--- src/rtl/core/dvrt_pkg.sv ---
// ----------------------------------------------------------------------------
// dvrt_pkg: shared types and constants of the distance-vector route table
// Table size, field widths, item and route entry structs, opcodes and
// sequencer states used by the front, back and top level.
// ----------------------------------------------------------------------------
package dvrt_pkg;

  // table geometry: labels are 4 bits, so at most 16 entries
  localparam int NODES = 16;
  localparam int TBL   = (NODES < 16) ? NODES : 16;
  localparam int IDX_W = (TBL > 1) ? $clog2(TBL) : 1;

  // field widths
  localparam int LBL_W      = 4;
  localparam int COST_W     = 8;
  localparam int TTL_W      = 16;
  localparam int CFG_IDX_W  = 2;
  localparam int CFG_DATA_W = 16;

  // command queue between front and back
  localparam int QDEPTH = 2;
  localparam int QPTR_W = 1;
  localparam int QCNT_W = 2;

  // reciprocal of three: floor(x * 43691 / 2^17) == floor(x / 3) for 16-bit x
  localparam logic [16:0] DIV3_RECIP = 17'd43691;
  localparam int          DIV3_SHIFT = 17;

  // item opcodes
  typedef enum logic [1:0] {
    OP_RECV = 2'd0,
    OP_ADV  = 2'd1,
    OP_AGE  = 2'd2,
    OP_LOAD = 2'd3
  } op_t;

  // configuration register indexes
  typedef enum logic [CFG_IDX_W-1:0] {
    CFG_INF   = 2'd0,
    CFG_TTL   = 2'd1,
    CFG_SPLIT = 2'd2
  } cfg_reg_t;

  // back-end sequencer states
  typedef enum logic [1:0] {
    ST_IDLE,
    ST_RECV,
    ST_AGE,
    ST_ADV
  } state_t;

  // one queued command
  typedef struct packed {
    op_t               func;
    logic [LBL_W-1:0]  peer;
    logic [LBL_W-1:0]  dest;
    logic [COST_W-1:0] adv_cost;
    logic [TTL_W-1:0]  adv_ttl;
    logic              is_neighbor;
  } cmd_t;

  // configuration seen by the back end
  typedef struct packed {
    logic [COST_W-1:0] infinity_cost;
    logic [TTL_W-1:0]  ttl_default;
    logic              split_horizon_on;
    logic [TTL_W-1:0]  age_step;
  } cfg_t;

  // one route table entry
  typedef struct packed {
    logic [COST_W-1:0] cost;
    logic [LBL_W-1:0]  next_hop;
    logic              hop_valid;
    logic [TTL_W-1:0]  ttl;
  } route_t;

endpackage

--- src/rtl/core/dvrt_front.sv ---
// ----------------------------------------------------------------------------
// dvrt_front: input acceptance and command queue
// Takes input beats, drops receive and load items whose labels fall outside
// the table, and queues the rest for the back end in a two-entry fifo.
// ----------------------------------------------------------------------------
module dvrt_front
  import dvrt_pkg::*;
(
  input  logic              clk,
  input  logic              rst_n,
  input  logic              in_valid,
  output logic              in_ready,
  input  logic [1:0]        in_func,
  input  logic [LBL_W-1:0]  in_peer,
  input  logic [LBL_W-1:0]  in_dest,
  input  logic [COST_W-1:0] in_adv_cost,
  input  logic [TTL_W-1:0]  in_adv_ttl,
  input  logic              in_is_neighbor,
  output logic              cmd_valid,
  input  logic              cmd_ready,
  output cmd_t              cmd
);

  cmd_t              q_mem [QDEPTH];
  logic [QPTR_W-1:0] wr_ptr_r, wr_ptr_nxt;
  logic [QPTR_W-1:0] rd_ptr_r, rd_ptr_nxt;
  logic [QCNT_W-1:0] count_r, count_nxt;
  cmd_t              cmd_in;
  logic              keep;
  logic              push;
  logic              pop;

  // label lies inside the table
  function automatic logic in_table(input logic [LBL_W-1:0] lbl);
    in_table = ({1'b0, lbl} < (LBL_W + 1)'(TBL));
  endfunction

  // classify the incoming beat
  always_comb begin
    cmd_in.func        = op_t'(in_func);
    cmd_in.peer        = in_peer;
    cmd_in.dest        = in_dest;
    cmd_in.adv_cost    = in_adv_cost;
    cmd_in.adv_ttl     = in_adv_ttl;
    cmd_in.is_neighbor = in_is_neighbor;
    unique case (cmd_in.func)
      OP_LOAD: keep = in_table(in_dest);
      OP_RECV: keep = in_table(in_dest) && in_table(in_peer);
      default: keep = 1'b1;
    endcase
  end

  // queue handshakes
  assign in_ready  = (count_r != QCNT_W'(QDEPTH));
  assign cmd_valid = (count_r != '0);
  assign cmd       = q_mem[rd_ptr_r];
  assign push      = in_valid && in_ready && keep;
  assign pop       = cmd_valid && cmd_ready;

  // pointer and fill count update
  always_comb begin
    wr_ptr_nxt = push ? wr_ptr_r + QPTR_W'(1) : wr_ptr_r;
    rd_ptr_nxt = pop ? rd_ptr_r + QPTR_W'(1) : rd_ptr_r;
    case ({push, pop})
      2'b10:   count_nxt = count_r + QCNT_W'(1);
      2'b01:   count_nxt = count_r - QCNT_W'(1);
      default: count_nxt = count_r;
    endcase
  end

  always_ff @(posedge clk) begin
    if (!rst_n) begin
      wr_ptr_r <= '0;
      rd_ptr_r <= '0;
      count_r  <= '0;
    end else begin
      wr_ptr_r <= wr_ptr_nxt;
      rd_ptr_r <= rd_ptr_nxt;
      count_r  <= count_nxt;
    end
  end

  // queue storage
  always_ff @(posedge clk) begin
    if (push) begin
      q_mem[wr_ptr_r] <= cmd_in;
    end
  end

endmodule

--- src/rtl/core/dvrt_back.sv ---
// ----------------------------------------------------------------------------
// dvrt_back: route table and command sequencer
// Holds the route table memory and carries out queued commands: loads,
// Bellman-Ford relaxation of received entries, aging of neighbor TTLs and
// table walks that expire stale entries and stream advertisement beats.
// ----------------------------------------------------------------------------
module dvrt_back
  import dvrt_pkg::*;
(
  input  logic              clk,
  input  logic              rst_n,
  input  cfg_t              cfg,
  input  logic              cmd_valid,
  output logic              cmd_ready,
  input  cmd_t              cmd,
  output logic              out_valid,
  input  logic              out_ready,
  output logic [LBL_W-1:0]  out_dest,
  output logic [LBL_W-1:0]  out_next_hop,
  output logic              out_hop_valid,
  output logic [COST_W-1:0] out_cost,
  output logic [TTL_W-1:0]  out_ttl,
  output logic              out_last
);

  // table memory, one write and two registered reads
  route_t            mem [TBL];
  route_t            rd_a_r;
  route_t            rd_b_r;
  logic              rd_en;
  logic [IDX_W-1:0]  rd_addr_a;
  logic [IDX_W-1:0]  rd_addr_b;
  logic              wr_en;
  logic [IDX_W-1:0]  wr_addr;
  route_t            wr_data;

  // sequencer state
  state_t            state_r, state_nxt;
  logic [IDX_W-1:0]  idx_r, idx_nxt;
  cmd_t              cur_r, cur_nxt;
  logic              idx_last;
  logic [IDX_W-1:0]  idx_inc;

  // computed entries
  route_t            load_entry;
  route_t            rx_entry;
  route_t            age_entry;
  route_t            exp_entry;
  logic [TTL_W-1:0]  recv_ttl;
  logic [COST_W:0]   sum_wide;
  logic [COST_W-1:0] sum_sat;
  logic [COST_W-1:0] adv_sat;
  logic              poison;

  // output register
  logic              out_valid_r;
  logic              out_load;
  logic [LBL_W-1:0]  out_dest_r;
  logic [LBL_W-1:0]  out_next_hop_r;
  logic              out_hop_valid_r;
  logic [COST_W-1:0] out_cost_r;
  logic [TTL_W-1:0]  out_ttl_r;
  logic              out_last_r;

  assign idx_last = (idx_r == IDX_W'(TBL - 1));
  assign idx_inc  = idx_r + IDX_W'(1);

  // load: self, neighbor or unreachable
  always_comb begin
    load_entry.ttl = cfg.ttl_default;
    if (cmd.dest == '0) begin
      load_entry.cost = '0;
    end else if (cmd.is_neighbor) begin
      load_entry.cost = COST_W'(1);
    end else begin
      load_entry.cost = cfg.infinity_cost;
    end
    // an entry at infinity carries no next hop
    if (load_entry.cost == cfg.infinity_cost) begin
      load_entry.next_hop  = '0;
      load_entry.hop_valid = 1'b0;
    end else begin
      load_entry.next_hop  = cmd.dest;
      load_entry.hop_valid = 1'b1;
    end
  end

  // receive: refresh, relax through peer or poison on failed node
  always_comb begin
    recv_ttl = (cur_r.adv_cost == '0) ? cfg.ttl_default : rd_a_r.ttl;
    sum_wide = {1'b0, rd_b_r.cost} + {1'b0, cur_r.adv_cost};
    sum_sat  = (sum_wide > {1'b0, cfg.infinity_cost}) ? cfg.infinity_cost
                                                       : sum_wide[COST_W-1:0];
    adv_sat  = (cur_r.adv_cost > cfg.infinity_cost) ? cfg.infinity_cost
                                                     : cur_r.adv_cost;
    rx_entry     = rd_a_r;
    rx_entry.ttl = recv_ttl;
    if (rd_a_r.cost > COST_W'(1)) begin
      if ((rd_a_r.cost > sum_sat) && (recv_ttl != '0)) begin
        rx_entry.cost      = sum_sat;
        rx_entry.next_hop  = cur_r.peer;
        rx_entry.hop_valid = 1'b1;
      end else if (cur_r.adv_ttl == '0) begin
        rx_entry.ttl  = '0;
        rx_entry.cost = adv_sat;
      end
    end
  end

  // age: neighbor TTL drops by one step, floor at zero
  always_comb begin
    age_entry = rd_a_r;
    if (rd_a_r.cost == COST_W'(1)) begin
      age_entry.ttl = (rd_a_r.ttl > cfg.age_step) ? rd_a_r.ttl - cfg.age_step : '0;
    end
  end

  // advertise: expire stale entry, split-horizon poisoning
  always_comb begin
    exp_entry = rd_a_r;
    if (rd_a_r.ttl == '0) begin
      exp_entry.cost = cfg.infinity_cost;
    end
    poison = cfg.split_horizon_on && exp_entry.hop_valid &&
             (exp_entry.next_hop == cur_r.peer) &&
             (exp_entry.next_hop != LBL_W'(idx_r));
  end

  // sequencer next state and memory controls
  always_comb begin
    state_nxt = state_r;
    idx_nxt   = idx_r;
    cur_nxt   = cur_r;
    cmd_ready = 1'b0;
    rd_en     = 1'b0;
    rd_addr_a = idx_r;
    rd_addr_b = idx_r;
    wr_en     = 1'b0;
    wr_addr   = idx_r;
    wr_data   = rd_a_r;
    out_load  = 1'b0;
    unique case (state_r)
      ST_IDLE: begin
        cmd_ready = 1'b1;
        if (cmd_valid) begin
          cur_nxt = cmd;
          unique case (cmd.func)
            OP_LOAD: begin
              wr_en   = 1'b1;
              wr_addr = cmd.dest[IDX_W-1:0];
              wr_data = load_entry;
            end
            OP_RECV: begin
              rd_en     = 1'b1;
              rd_addr_a = cmd.dest[IDX_W-1:0];
              rd_addr_b = cmd.peer[IDX_W-1:0];
              state_nxt = ST_RECV;
            end
            OP_AGE: begin
              rd_en     = 1'b1;
              rd_addr_a = '0;
              idx_nxt   = '0;
              state_nxt = ST_AGE;
            end
            OP_ADV: begin
              rd_en     = 1'b1;
              rd_addr_a = '0;
              idx_nxt   = '0;
              state_nxt = ST_ADV;
            end
            default: state_nxt = ST_IDLE;
          endcase
        end
      end
      ST_RECV: begin
        wr_en     = 1'b1;
        wr_addr   = cur_r.dest[IDX_W-1:0];
        wr_data   = rx_entry;
        state_nxt = ST_IDLE;
      end
      ST_AGE: begin
        wr_en   = 1'b1;
        wr_data = age_entry;
        if (idx_last) begin
          state_nxt = ST_IDLE;
        end else begin
          rd_en     = 1'b1;
          rd_addr_a = idx_inc;
          idx_nxt   = idx_inc;
        end
      end
      ST_ADV: begin
        // hold the entry until the output register frees up
        if (!out_valid_r || out_ready) begin
          out_load = 1'b1;
          wr_en    = 1'b1;
          wr_data  = exp_entry;
          if (idx_last) begin
            state_nxt = ST_IDLE;
          end else begin
            rd_en     = 1'b1;
            rd_addr_a = idx_inc;
            idx_nxt   = idx_inc;
          end
        end
      end
      default: state_nxt = ST_IDLE;
    endcase
  end

  always_ff @(posedge clk) begin
    if (!rst_n) begin
      state_r <= ST_IDLE;
      idx_r   <= '0;
    end else begin
      state_r <= state_nxt;
      idx_r   <= idx_nxt;
    end
  end

  // current command payload
  always_ff @(posedge clk) begin
    cur_r <= cur_nxt;
  end

  // table memory
  always_ff @(posedge clk) begin
    if (wr_en) begin
      mem[wr_addr] <= wr_data;
    end
    if (rd_en) begin
      rd_a_r <= mem[rd_addr_a];
      rd_b_r <= mem[rd_addr_b];
    end
  end

  // output beat valid
  always_ff @(posedge clk) begin
    if (!rst_n) begin
      out_valid_r <= 1'b0;
    end else if (out_load) begin
      out_valid_r <= 1'b1;
    end else if (out_ready) begin
      out_valid_r <= 1'b0;
    end
  end

  // output beat payload
  always_ff @(posedge clk) begin
    if (out_load) begin
      out_dest_r      <= LBL_W'(idx_r);
      out_next_hop_r  <= exp_entry.hop_valid ? exp_entry.next_hop : '0;
      out_hop_valid_r <= exp_entry.hop_valid;
      out_cost_r      <= poison ? cfg.infinity_cost : exp_entry.cost;
      out_ttl_r       <= poison ? cfg.ttl_default : exp_entry.ttl;
      out_last_r      <= idx_last;
    end
  end

  assign out_valid     = out_valid_r;
  assign out_dest      = out_dest_r;
  assign out_next_hop  = out_next_hop_r;
  assign out_hop_valid = out_hop_valid_r;
  assign out_cost      = out_cost_r;
  assign out_ttl       = out_ttl_r;
  assign out_last      = out_last_r;

endmodule

--- src/rtl/core/distance_vector_route_table.sv ---
// ----------------------------------------------------------------------------
// distance_vector_route_table: distance-vector route table with relaxation
// A 16-entry table of cost, next hop and TTL per destination label, updated
// by load, receive and age items and streamed out by advertise items.
// ----------------------------------------------------------------------------
// Items enter through a two-entry command queue, so up to two items can wait
// while the table sequencer works, and leave as advertisement beats through one
// output register. The table is a single-write-port memory: a load is one write,
// a receive reads the destination and peer entries, then writes back, and
// age and advertise items walk the table one entry per cycle, the advertise
// walk holding while out_ready is low and the output register is full.
// Receive and load items naming a label outside the table are dropped at the
// input. Every entry has to be loaded before a receive, age or advertise
// item reads it; configuration writes take effect at once and belong to
// idle periods.
// ----------------------------------------------------------------------------
module distance_vector_route_table
  import dvrt_pkg::*;
(
  input  logic                  clk,
  input  logic                  rst_n,
  input  logic                  cfg_we,
  input  logic [CFG_IDX_W-1:0]  cfg_index,
  input  logic [CFG_DATA_W-1:0] cfg_wdata,
  input  logic                  in_valid,
  output logic                  in_ready,
  input  logic [1:0]            in_func,
  input  logic [LBL_W-1:0]      in_peer,
  input  logic [LBL_W-1:0]      in_dest,
  input  logic [COST_W-1:0]     in_adv_cost,
  input  logic [TTL_W-1:0]      in_adv_ttl,
  input  logic                  in_is_neighbor,
  output logic                  out_valid,
  input  logic                  out_ready,
  output logic [LBL_W-1:0]      out_dest,
  output logic [LBL_W-1:0]      out_next_hop,
  output logic                  out_hop_valid,
  output logic [COST_W-1:0]     out_cost,
  output logic [TTL_W-1:0]      out_ttl,
  output logic                  out_last
);

  logic [COST_W-1:0]       infinity_cost_r;
  logic [TTL_W-1:0]        ttl_default_r;
  logic                    split_horizon_on_r;
  logic [TTL_W-1:0]        age_step_r;
  logic [TTL_W+DIV3_SHIFT-1:0] step_prod;
  cfg_t                    cfg;
  logic                    cmd_valid;
  logic                    cmd_ready;
  cmd_t                    cmd;

  // age step is ttl_default / 3 via reciprocal multiply
  assign step_prod = (TTL_W + DIV3_SHIFT)'(cfg_wdata[TTL_W-1:0]) *
                     (TTL_W + DIV3_SHIFT)'(DIV3_RECIP);

  // configuration registers
  always_ff @(posedge clk) begin
    if (!rst_n) begin
      infinity_cost_r    <= COST_W'(16);
      ttl_default_r      <= TTL_W'(90);
      split_horizon_on_r <= 1'b0;
      age_step_r         <= TTL_W'(30);
    end else if (cfg_we) begin
      unique case (cfg_index)
        CFG_INF: infinity_cost_r <= cfg_wdata[COST_W-1:0];
        CFG_TTL: begin
          ttl_default_r <= cfg_wdata[TTL_W-1:0];
          age_step_r    <= step_prod[TTL_W+DIV3_SHIFT-1:DIV3_SHIFT];
        end
        CFG_SPLIT: split_horizon_on_r <= cfg_wdata[0];
        default: ;
      endcase
    end
  end

  always_comb begin
    cfg.infinity_cost    = infinity_cost_r;
    cfg.ttl_default      = ttl_default_r;
    cfg.split_horizon_on = split_horizon_on_r;
    cfg.age_step         = age_step_r;
  end

  // input side and command queue
  dvrt_front u_front (
    .clk            (clk),
    .rst_n          (rst_n),
    .in_valid       (in_valid),
    .in_ready       (in_ready),
    .in_func        (in_func),
    .in_peer        (in_peer),
    .in_dest        (in_dest),
    .in_adv_cost    (in_adv_cost),
    .in_adv_ttl     (in_adv_ttl),
    .in_is_neighbor (in_is_neighbor),
    .cmd_valid      (cmd_valid),
    .cmd_ready      (cmd_ready),
    .cmd            (cmd)
  );

  // table and sequencer
  dvrt_back u_back (
    .clk           (clk),
    .rst_n         (rst_n),
    .cfg           (cfg),
    .cmd_valid     (cmd_valid),
    .cmd_ready     (cmd_ready),
    .cmd           (cmd),
    .out_valid     (out_valid),
    .out_ready     (out_ready),
    .out_dest      (out_dest),
    .out_next_hop  (out_next_hop),
    .out_hop_valid (out_hop_valid),
    .out_cost      (out_cost),
    .out_ttl       (out_ttl),
    .out_last      (out_last)
  );

endmodule

--- config.mk ---
export PLATFORM = sky130hd
export DESIGN_NAME = distance_vector_route_table
export DESIGN_NICKNAME = d
export VERILOG_FILES = /design/src/rtl/core/dvrt_pkg.sv /design/src/rtl/core/dvrt_front.sv /design/src/rtl/core/dvrt_back.sv /design/src/rtl/core/distance_vector_route_table.sv
export SDC_FILE = /design/constraint.sdc
export NUM_CORES = 1
export LEC_CHECK = 0
export BUFFER_PORTS_ARGS = -buffer_cell sky130_fd_sc_hd__clkbuf_2
export CAP_MARGIN = 20
export CORE_UTILIZATION = 35
export DETAILED_ROUTE_END_ITERATION = 7
export GPL_TIMING_DRIVEN = 0
export SLEW_MARGIN = 30
export SYNTH_ARGS = -nofsm -noshare
export SYNTH_HDL_FRONTEND = slang
export SYNTH_SLANG_ARGS = --single-unit
--- constraint.sdc ---
create_clock -name clk -period 7.8 [get_ports clk]
set_input_delay 0.39 -clock clk [delete_from_list [all_inputs] [get_ports clk]]
set_output_delay 0.39 -clock clk [all_outputs]
set_load 0.05 [all_outputs]
==> metrics.md, run 1 <==
| Metric | Value |
|---|---|
| RD Place Congestion | around 0.89 |
| Placed standard-cell area | 0.03807 sq mm |
| Slowest stage delay, CP | ~0.66 ns |
| Ys async rst share | 0 |
| RSZ-0062 raised after global routing | no |
| Most common cell after layout, fill and taps aside | edfxtp_1 |
| CTS root buf | clkbuf_16 |
| Largest net degree at the start of global routing | 38 |
| Vias in the first global route | 22130 |
| Slew Viols, Final | 0 |
| CTS Buf Count | between 70 and 80 |
| GRT overflow | 0 |
| DR vias/cell | 5.432 |
| Nature of the critical path startpoint | flip-flop |
| Int Pwr | around 11 mW |
| Worst clock skew | around 0.028 ns |
| DR vias | 21280 |
| Worst Hold Class | primary input to flip-flop |
| Die extent in y | between 300 and 400 microns |
| Crit path DAT | about 7.8 ns |
| Share of cells above drive strength 1 | 0.2138 |
| Global-route wire length before repair | between 100 and 150 mm |
| Hold depth | 3 |
| Slowest-stage cell, CP | a32oi_1 |
| Syn Area/Cell | 14.99 sq um |
| Bufs on Longest Clock Path | 3 |
| Crit path time final | 7.378 ns |
| Mux contribution to synthesized area | 0.1474 |
| Final hold violation count | 0 |
| DR iter-0 viols | 2019 |
| Worst EP required | just over 8 ns |
| CTS Sinks | 689 |
| Fin cells | roughly 3900 |
| # DRC | 0 |
| Switch share | 0.3979 |
| Hold EP | ttl_default_r[13]$_SDFFE_PN0P_ |
| Max Freq | around 0.14 GHz |
| Synth Area in Compound Gates | 0.06415 |
| Top-area cell type share of the netlist area | 0.5503 |
| HPWL after detailed placement | 70.90 mm |
| Seq/Total Area, Yosys | 0.5803 |
| CP Class | flip-flop to flip-flop |
| H-tree depth | 3 |
| Number of cell rows | approximately 120 |
| GR Util All Layers | 0.1930 |
| Synth Area in XOR/XNOR | 0.009071 |
| Ys flop type | edfxtp_1 |
| Util after Layout | 0.4165 |
| Cell count of the worst reg-to-reg path | 21 |
| Inst Count DP | between 3000 and 4000 |
| Initial antenna violation count | 3 |
| Initial core utilization | 0.3532 |
| Synthesis-to-layout area growth | 17.92% |
| Post-route ant nets | 0 |
| Combinational Power Share | 0.475 |
| CP max FO | 12 |
| Min-delay src | cfg_wdata[13] |
| IO buf count | 93 |
| Post-synthesis net count | between 2000 and 3000 |
| Die area | between 0.1 and 0.15 sq mm |
| Worst R2R End | u_back.mem[3][13]$_DFFE_PP_ |
| Cell chain of the critical path | ha_1 > fa_1 > a21o_1 > a21oi_1 > xnor2_1 > ha_1 > and4_1 > a221o_1 > a221o_1 > a221oi_4 > nand3_1 > and2_1 > ha_1 > and4_1 > and2_1 > a211o_1 > a311oi_1 > clkbuf_1 > a221oi_1 > a32oi_1 > buf_2 |
| TritonRoute pass-1 iters | 7 |
| Cell area after layout | about 0.041 sq mm |
| Max-cap viol count | 0 |
| Sequential share of power | 0.329 |
| Psw | around 7.4 mW |
| Post-synth EDFFs | between 600 and 700 |
| Final setup violation count | 0 |
| Most frequent cells in the layout | 637 x edfxtp_1, 217 x inv_1, 183 x ha_1, 148 x mux4_2, 147 x nand2_1 |
| Largest family of logic cells by synthesized area | multiplexers |
| Cell accounting for the most synthesized area | edfxtp_1 |
| Hold WS | ~0.10 ns |
| Worst reg2reg startpoint | u_back.cur_r[17]$_DFFE_PP_ |
| Clock power frac | 0.196 |
| Worst-path clk slew | about 0.060 ns |
| Syn. warnings | 0 |
| Peak VDD IR | roughly 0.21 mV |
| Clock Latency Late Sink | 0.63 ns |
| Wirelength per Cell | ~25 microns |
| Cts repair resizes | 0 |
| Max transition margin | 0.3381 |
| R2R setup slack | between 0.4 and 0.5 ns |
| Number of synthesized register bits | around 690 |
| Leakage | 15.12 nW |
| Most frequent CP cell | ha_1 |
| Synth top area cells | edfxtp_1 55%, mux4_2 9.6%, ha_1 6.6% |
| Power Density | around 460 mW/mm^2 |
| Outcome | completed |
| Crit. End Element | flip-flop |
| Core area | roughly 0.098 sq mm |
| DRT Wirelength | 96.15 mm |
| DIE WIDTH | between 300 and 400 microns |
| Worst-Margin Slew | 0.9804 ns |
| Nets@finish | 2894 |
| Final period util | 0.9460 |
| Adder-cell share of the synthesized area | 0.1143 |
| Synth Instances | ~2300 |
| Synthesized cell area | approximately 0.035 sq mm |
| TritonCTS clock tree | built |
| Synth Area in Simple Gates | 0.04914 |
| # IOs | 94 |
| Post-synthesis cell type count | 79 |
-- cell type report --
type | instances | area, sq um
diodes | 1 | 2.502
plain buffers | 89 | 427.9
clock buffers | 86 | 1939
clock inverters | 50 | 599.3
fillers | 8846 | 57430
inverters | 219 | 824.5
multi-input cells | 1321 | 13590
flip-flops and latches | 689 | 20170
well taps | 1287 | 1610
repair buffers | 175 | 1827
-- sequential cells by signal, summed over array words and instances, names as in the netlist, 13 cells and up, named ones only --
signal,flops
u_back.mem,464
u_front.q_mem,70
u_back.cur_r,32
ttl_default_r,16
u_back.exp_entry,16
u_back.out_ttl,16
age_step_r,15
u_back.age_entry,13
-- layer usage --
layer | part of all wire | global-route usage | vias to the layer above
met5 | 0 | 0 | -
met4 | 0.025 | 0.05883 | 0
met3 | 0.065 | 0.02987 | 148
met2 | 0.48 | 0.3208 | 772
met1 | 0.42 | 0.2600 | 10980
li1 | - | - | 9377
-- cell usage after synthesis (18+ instances only) --
| cell | instances |
|---|---|
| edfxtp_1 | 637 |
| inv_1 | 218 |
| ha_1 | 183 |
| mux4_2 | 148 |
| nand2_1 | 147 |
| mux2i_1 | 109 |
| a21oi_1 | 95 |
| nor2_1 | 92 |
| fa_1 | 84 |
| mux2_2 | 62 |
| o21ai_0 | 55 |
| clkbuf_1 | 52 |
| dfxtp_1 | 52 |
| nand3_1 | 28 |
| a21o_1 | 26 |
| xnor2_1 | 21 |
| nor4_1 | 18 |
-- critical path, delay by kind of cell (launching register included) --
family                     cells  cell delay (ns)
and+or+nand+nor                5             0.96
buffers and inverters          2             0.82
DFF                            1             0.53
AOI/OAI and AO/OA              9             3.35
xor gates and xnor gates       1             0.23
adders and majority gates      4             1.29
-- kinds of logic (layout without fill, tap and decap cells) --
| group | Yosys count | count (layout) |
|---|---|---|
| other | 0 | 1 |
| DFF | 689 | 689 |
| buffers and inverters | 308 | 619 |
| and+or+nand+nor | 367 | 367 |
| AOI/OAI and AO/OA | 332 | 332 |
| muxes | 319 | 319 |
| xor gates and xnor gates | 36 | 36 |
| adders and majority gates | 267 | 267 |
-- worst max-delay path by stage --
stage,startpoint,end,slack [ns]
floorplan,u_back.cur_r[17]$_DFFE_PP_,u_back.mem[0][26]$_DFFE_PP_,1.70
detailed placement,u_back.cur_r[17]$_DFFE_PP_,u_back.mem[5][5]$_DFFE_PP_,0.33
global placement,flip-flop,u_back.mem[0][19]$_DFFE_PP_,-0.19
CTS,u_back.cur_r[17]$_DFFE_PP_,u_back.mem[4][25]$_DFFE_PP_,0.27
finish,u_back.cur_r[17]$_DFFE_PP_,u_back.mem[3][13]$_DFFE_PP_,0.42
global route,u_back.cur_r[17]$_DFFE_PP_,u_back.mem[7][13]$_DFFE_PP_,0.01
-- power groups by stage --
stage          sequential (mW)  combinational, mW  clock [mW]
2_1_floorplan             6.06               5.73           0
3_3_place_gp              6.25               8.13           0
3_5_place_dp              6.20               8.74           0
4_1_cts                   6.12               8.82        3.72
5_1_grt                   6.17               9.67        3.85
6_report                  6.13               8.86        3.66
-- metrics by stage --
stage,setup TNS (ns),worst slack (ns),total power [mW]
3_5_place_dp,0,0.3343,14.94
6_report,0,0.4215,18.65
5_1_grt,0,0.01334,19.68
4_1_cts,0,0.2693,18.67
2_1_floorplan,0,1.700,11.79
3_3_place_gp,-10.24,-0.1915,14.38
-- what timing repair did --
action / in CTS / in global routing
buffers inserted: 0 / 0
hold buffers: 35 / 0
endpoints found under the hold margin: 70 / 0
Note: power is estimated with default switching activity, not from simulation.
==> run 2, diff against run 1 <==
- CORE_MARGIN: not set -> 2
- clock period: 7.8 -> 6.3 ns (I/O delays scaled with it)
==> run 2 against run 1 <==
The flow now finishes with violations (design-rule violations). Clock skew increased by 0.0057 ns. Flip-flop and latch count did not move. Non-clock buffer count grew 32. Critical path depth is 1 higher. Combinational power rose by 40%. Routed wire length increased by 2.4%. Final area up 2.1%. First-iteration DRC count grew 8.4%. Largest cell class unchanged. Highest routed layer unchanged.
==> metrics.md, run 2 (synthesis results as in run 1) <==
| Metric | Value |
|---|---|
| IO buf count | 93 (unchanged) |
| TritonRoute pass-1 iters | 8 (was 7) |
| Number of cell rows | 115 (unchanged) |
| Post-route ant nets | 0 (unchanged) |
| Worst R2R End | u_back.mem[13][21]$_DFFE_PP_ (was u_back.mem[3][13]$_DFFE_PP_) |
| CTS Sinks | 689 (unchanged) |
| Nets@finish | 2926 (was 2894) |
| Switch share | 0.3971 (was 0.3979) |
| Hold depth | 3 (unchanged) |
| Crit. End Element | flip-flop (unchanged) |
| Worst-Margin Slew | 1.246 ns (was 0.9804 ns) |
| Worst Hold Class | primary input to flip-flop (unchanged) |
| TritonCTS clock tree | built (unchanged) |
| Worst clock skew | 0.03351 ns (was 0.02778 ns) |
| # DRC | 15 (was 0) |
| Clock power frac | 0.182 (was 0.196) |
| Most frequent cells in the layout | 637 x edfxtp_1, 217 x inv_1, 180 x ha_1, 148 x mux4_2, 147 x nand2_1 (was 637 x edfxtp_1, 217 x inv_1, 183 x ha_1, 148 x mux4_2, 147 x nand2_1) |
| Max Freq | 0.1600 GHz (was 0.1355 GHz) |
| DR vias/cell | 5.444 (was 5.432) |
| Final WS setup | 0.05098 ns (was 0.4215 ns) |
| Crit path DAT | 6.61 ns (was 7.83 ns) |
| Max-cap viol count | 0 (unchanged) |
| DR iter-0 viols | 2188 (was 2019) |
| Min-delay src | rst_n (was cfg_wdata[13]) |
| Regs by FF count | u_back.mem x464, u_front.q_mem x70, u_back.cur_r x32 (unchanged) |
| Total Power | 24.37 mW (was 18.65 mW) |
| Int Pwr | 14.70 mW (was 11.23 mW) |
| Initial core utilization | 0.3532 (unchanged) |
| Initial antenna violation count | 2 (was 3) |
| Failing checks | design-rule violations |
| Bufs on Longest Clock Path | 3 (unchanged) |
| Power Density | 582.7 mW/mm^2 (was 455.1 mW/mm^2) |
| Die extent in y | 319.1 microns (was 317.1 microns) |
| Final setup violation count | 0 (unchanged) |
| CTS root buf | clkbuf_16 (unchanged) |
| Max transition margin | 0.1693 (was 0.3381) |
| CP Class | flip-flop to flip-flop (unchanged) |
| Psw | 9.678 mW (was 7.421 mW) |
| Worst-path clk slew | 0.06 ns (about the same) |
| Most common cell after layout, fill and taps aside | edfxtp_1 (unchanged) |
| Combinational Power Share | 0.508 (was 0.475) |
| Peak VDD IR | 0.2713 mV (was 0.2096 mV) |
| Leakage | 15.42 nW (was 15.12 nW) |
| RSZ-0062 raised after global routing | yes (was no) |
| Share of cells above drive strength 1 | 0.2411 (was 0.2138) |
| Largest Register | u_back.mem (unchanged) |
| Final period util | 0.9919 (was 0.9460) |
| Worst EP required | 6.66 ns (was 8.25 ns) |
| Outcome | finished with violations (was completed) |
| Setup TNS | 0 ns (unchanged) |
| Nature of the critical path startpoint | flip-flop (unchanged) |
| Synthesis-to-layout area growth | 20.34% (was 17.92%) |
| Core area | 0.09842 sq mm (unchanged) |
| DIE WIDTH | 319.1 microns (was 317.1 microns) |
| Vias in the first global route | 22640 (was 22130) |
| HPWL after detailed placement | 71.37 mm (was 70.90 mm) |
| Sequential share of power | 0.310 (was 0.329) |
| DR vias | 21490 (was 21280) |
| CP max FO | 8 (was 12) |
| Dpl ws | -1.167 ns (was 0.3343 ns) |
| Slew Viols, Final | 0 (unchanged) |
| H-tree depth | 3 (unchanged) |
| Global-route wire length before repair | 146.1 mm (was 142.9 mm) |
| Worst reg2reg startpoint | u_back.cur_r[17]$_DFFE_PP_ (unchanged) |
| Clock Latency Late Sink | 0.63 ns (about the same) |
| GRT overflow | 0 (unchanged) |
| Crit path time final | 6.249 ns (was 7.378 ns) |
| GR Util All Layers | 0.1927 (was 0.1930) |
| Cell count of the worst reg-to-reg path | 22 (was 21) |
| Final hold violation count | 0 (unchanged) |
| Largest register FFs | 464 (unchanged) |
| # IOs | 94 (unchanged) |
| CTS Buf Count | 74 (unchanged) |
| Wirelength per Cell | 24.93 microns (was 24.55 microns) |
| Die area | 0.1018 sq mm (was 0.1006 sq mm) |
| Hold EP | age_step_r[10]$_SDFFE_PN0P_ (was ttl_default_r[13]$_SDFFE_PN0P_) |
| RD Place Congestion | 0.9177 (was 0.8931) |
| DRT Wirelength | 98.42 mm (was 96.15 mm) |
| Largest net degree at the start of global routing | 38 (unchanged) |
| R2R setup slack | 0.05 ns (was 0.42 ns) |
-- run 2: worst max-delay path, stage by stage, from the launching register on --
cell and delay, ns:
edfxtp_1 0.44, ha_2 0.22, fa_2 0.35, a21o_1 0.23, a21oi_4 0.22, xnor2_2 0.11
ha_1 0.32, and4_1 0.18, a221o_1 0.36, a221o_1 0.34, a221oi_4 0.31, buf_6 0.22
buf_6 0.12, mux2i_4 0.26, ha_4 0.23, and4_1 0.16, and2_4 0.16, a211o_1 0.28
a311o_2 0.41, a221o_1 0.36, a221oi_2 0.21, a22oi_2 0.21, buf_4 0.27
-- run 2: repair_timing --
| item | CTS | global route |
|---|---|---|
| pin swaps | 13 | 19 |
| endpoints found under the hold margin | 72 | 0 |
| hold buffers | 37 | 0 |
| setup buffers | 19 | 13 |
| cloned | 2 | 0 |
| endpoints found under the setup margin | 464 | 464 |
| resized for setup | 51 | 50 |
-- run 2: power groups by stage --
| stage | Sequential [mW] | Clock [mW] | Combinational, mW |
|---|---|---|---|
| floorplan | 7.51 | 0 | 7.09 |
| global placement | 7.72 | 0 | 10.1 |
| detailed placement | 7.66 | 0 | 10.9 |
| CTS | 7.54 | 4.51 | 11.8 |
| global route | 7.61 | 4.69 | 13.4 |
| finish | 7.56 | 4.43 | 12.4 |
-- run 2: stage by stage --
stage | cell area [sq um] | util | hold WS, ns | cells
after global routing | 41830 | 0.4250 | 0.07411 | 3946
final | 41830 | 0.4250 | 0.07580 | 3947
after CTS | 41450 | 0.4212 | 0.02157 | 3934
after global placement | 36830 | 0.3743 | 0.4529 | 3698
after detailed placement | 38060 | 0.3867 | 0.4504 | 3742
after floorplan | 34760 | - | 0.4139 | 2318
-- run 2: worst max-delay path by stage --
stage                     depth (start not counted)                        from  slack [ns]                      endpoint
after floorplan                                  21  u_back.cur_r[17]$_DFFE_PP_        0.20   u_back.mem[0][26]$_DFFE_PP_
after global placement                           12                   flip-flop       -1.71   u_back.mem[0][11]$_DFFE_PP_
after detailed placement                         21  u_back.cur_r[17]$_DFFE_PP_       -1.17    u_back.mem[4][5]$_DFFE_PP_
after CTS                                        26  u_back.cur_r[18]$_DFFE_PP_       0.008   u_back.mem[4][10]$_DFFE_PP_
after global routing                             21  u_back.cur_r[17]$_DFFE_PP_       -0.13   u_back.mem[8][20]$_DFFE_PP_
final                                            22  u_back.cur_r[17]$_DFFE_PP_        0.05  u_back.mem[13][21]$_DFFE_PP_
-- run 2: layout make-up --
class | count | area, sq um
Antenna cell | 1 | 2.502
Buffer | 89 | 430.4
Clock buffer | 92 | 2006
Clock inverter | 42 | 498.0
Fill cell | 8756 | 56590
Inverter | 219 | 824.5
Multi-Input combinational cell | 1321 | 14080
Sequential cell | 689 | 20170
Tap cell | 1287 | 1610
Timing Repair Buffer | 207 | 2211
-- run 2: layer usage --
metal,vias up,routed length (microns),part of all wire,global-route usage
met5,-,0,0,0
met4,0,2762,0.028,0.06195
met3,162,5721,0.058,0.02407
met2,774,48840,0.50,0.3285
met1,11080,41090,0.42,0.2556
li1,9468,-,-,-
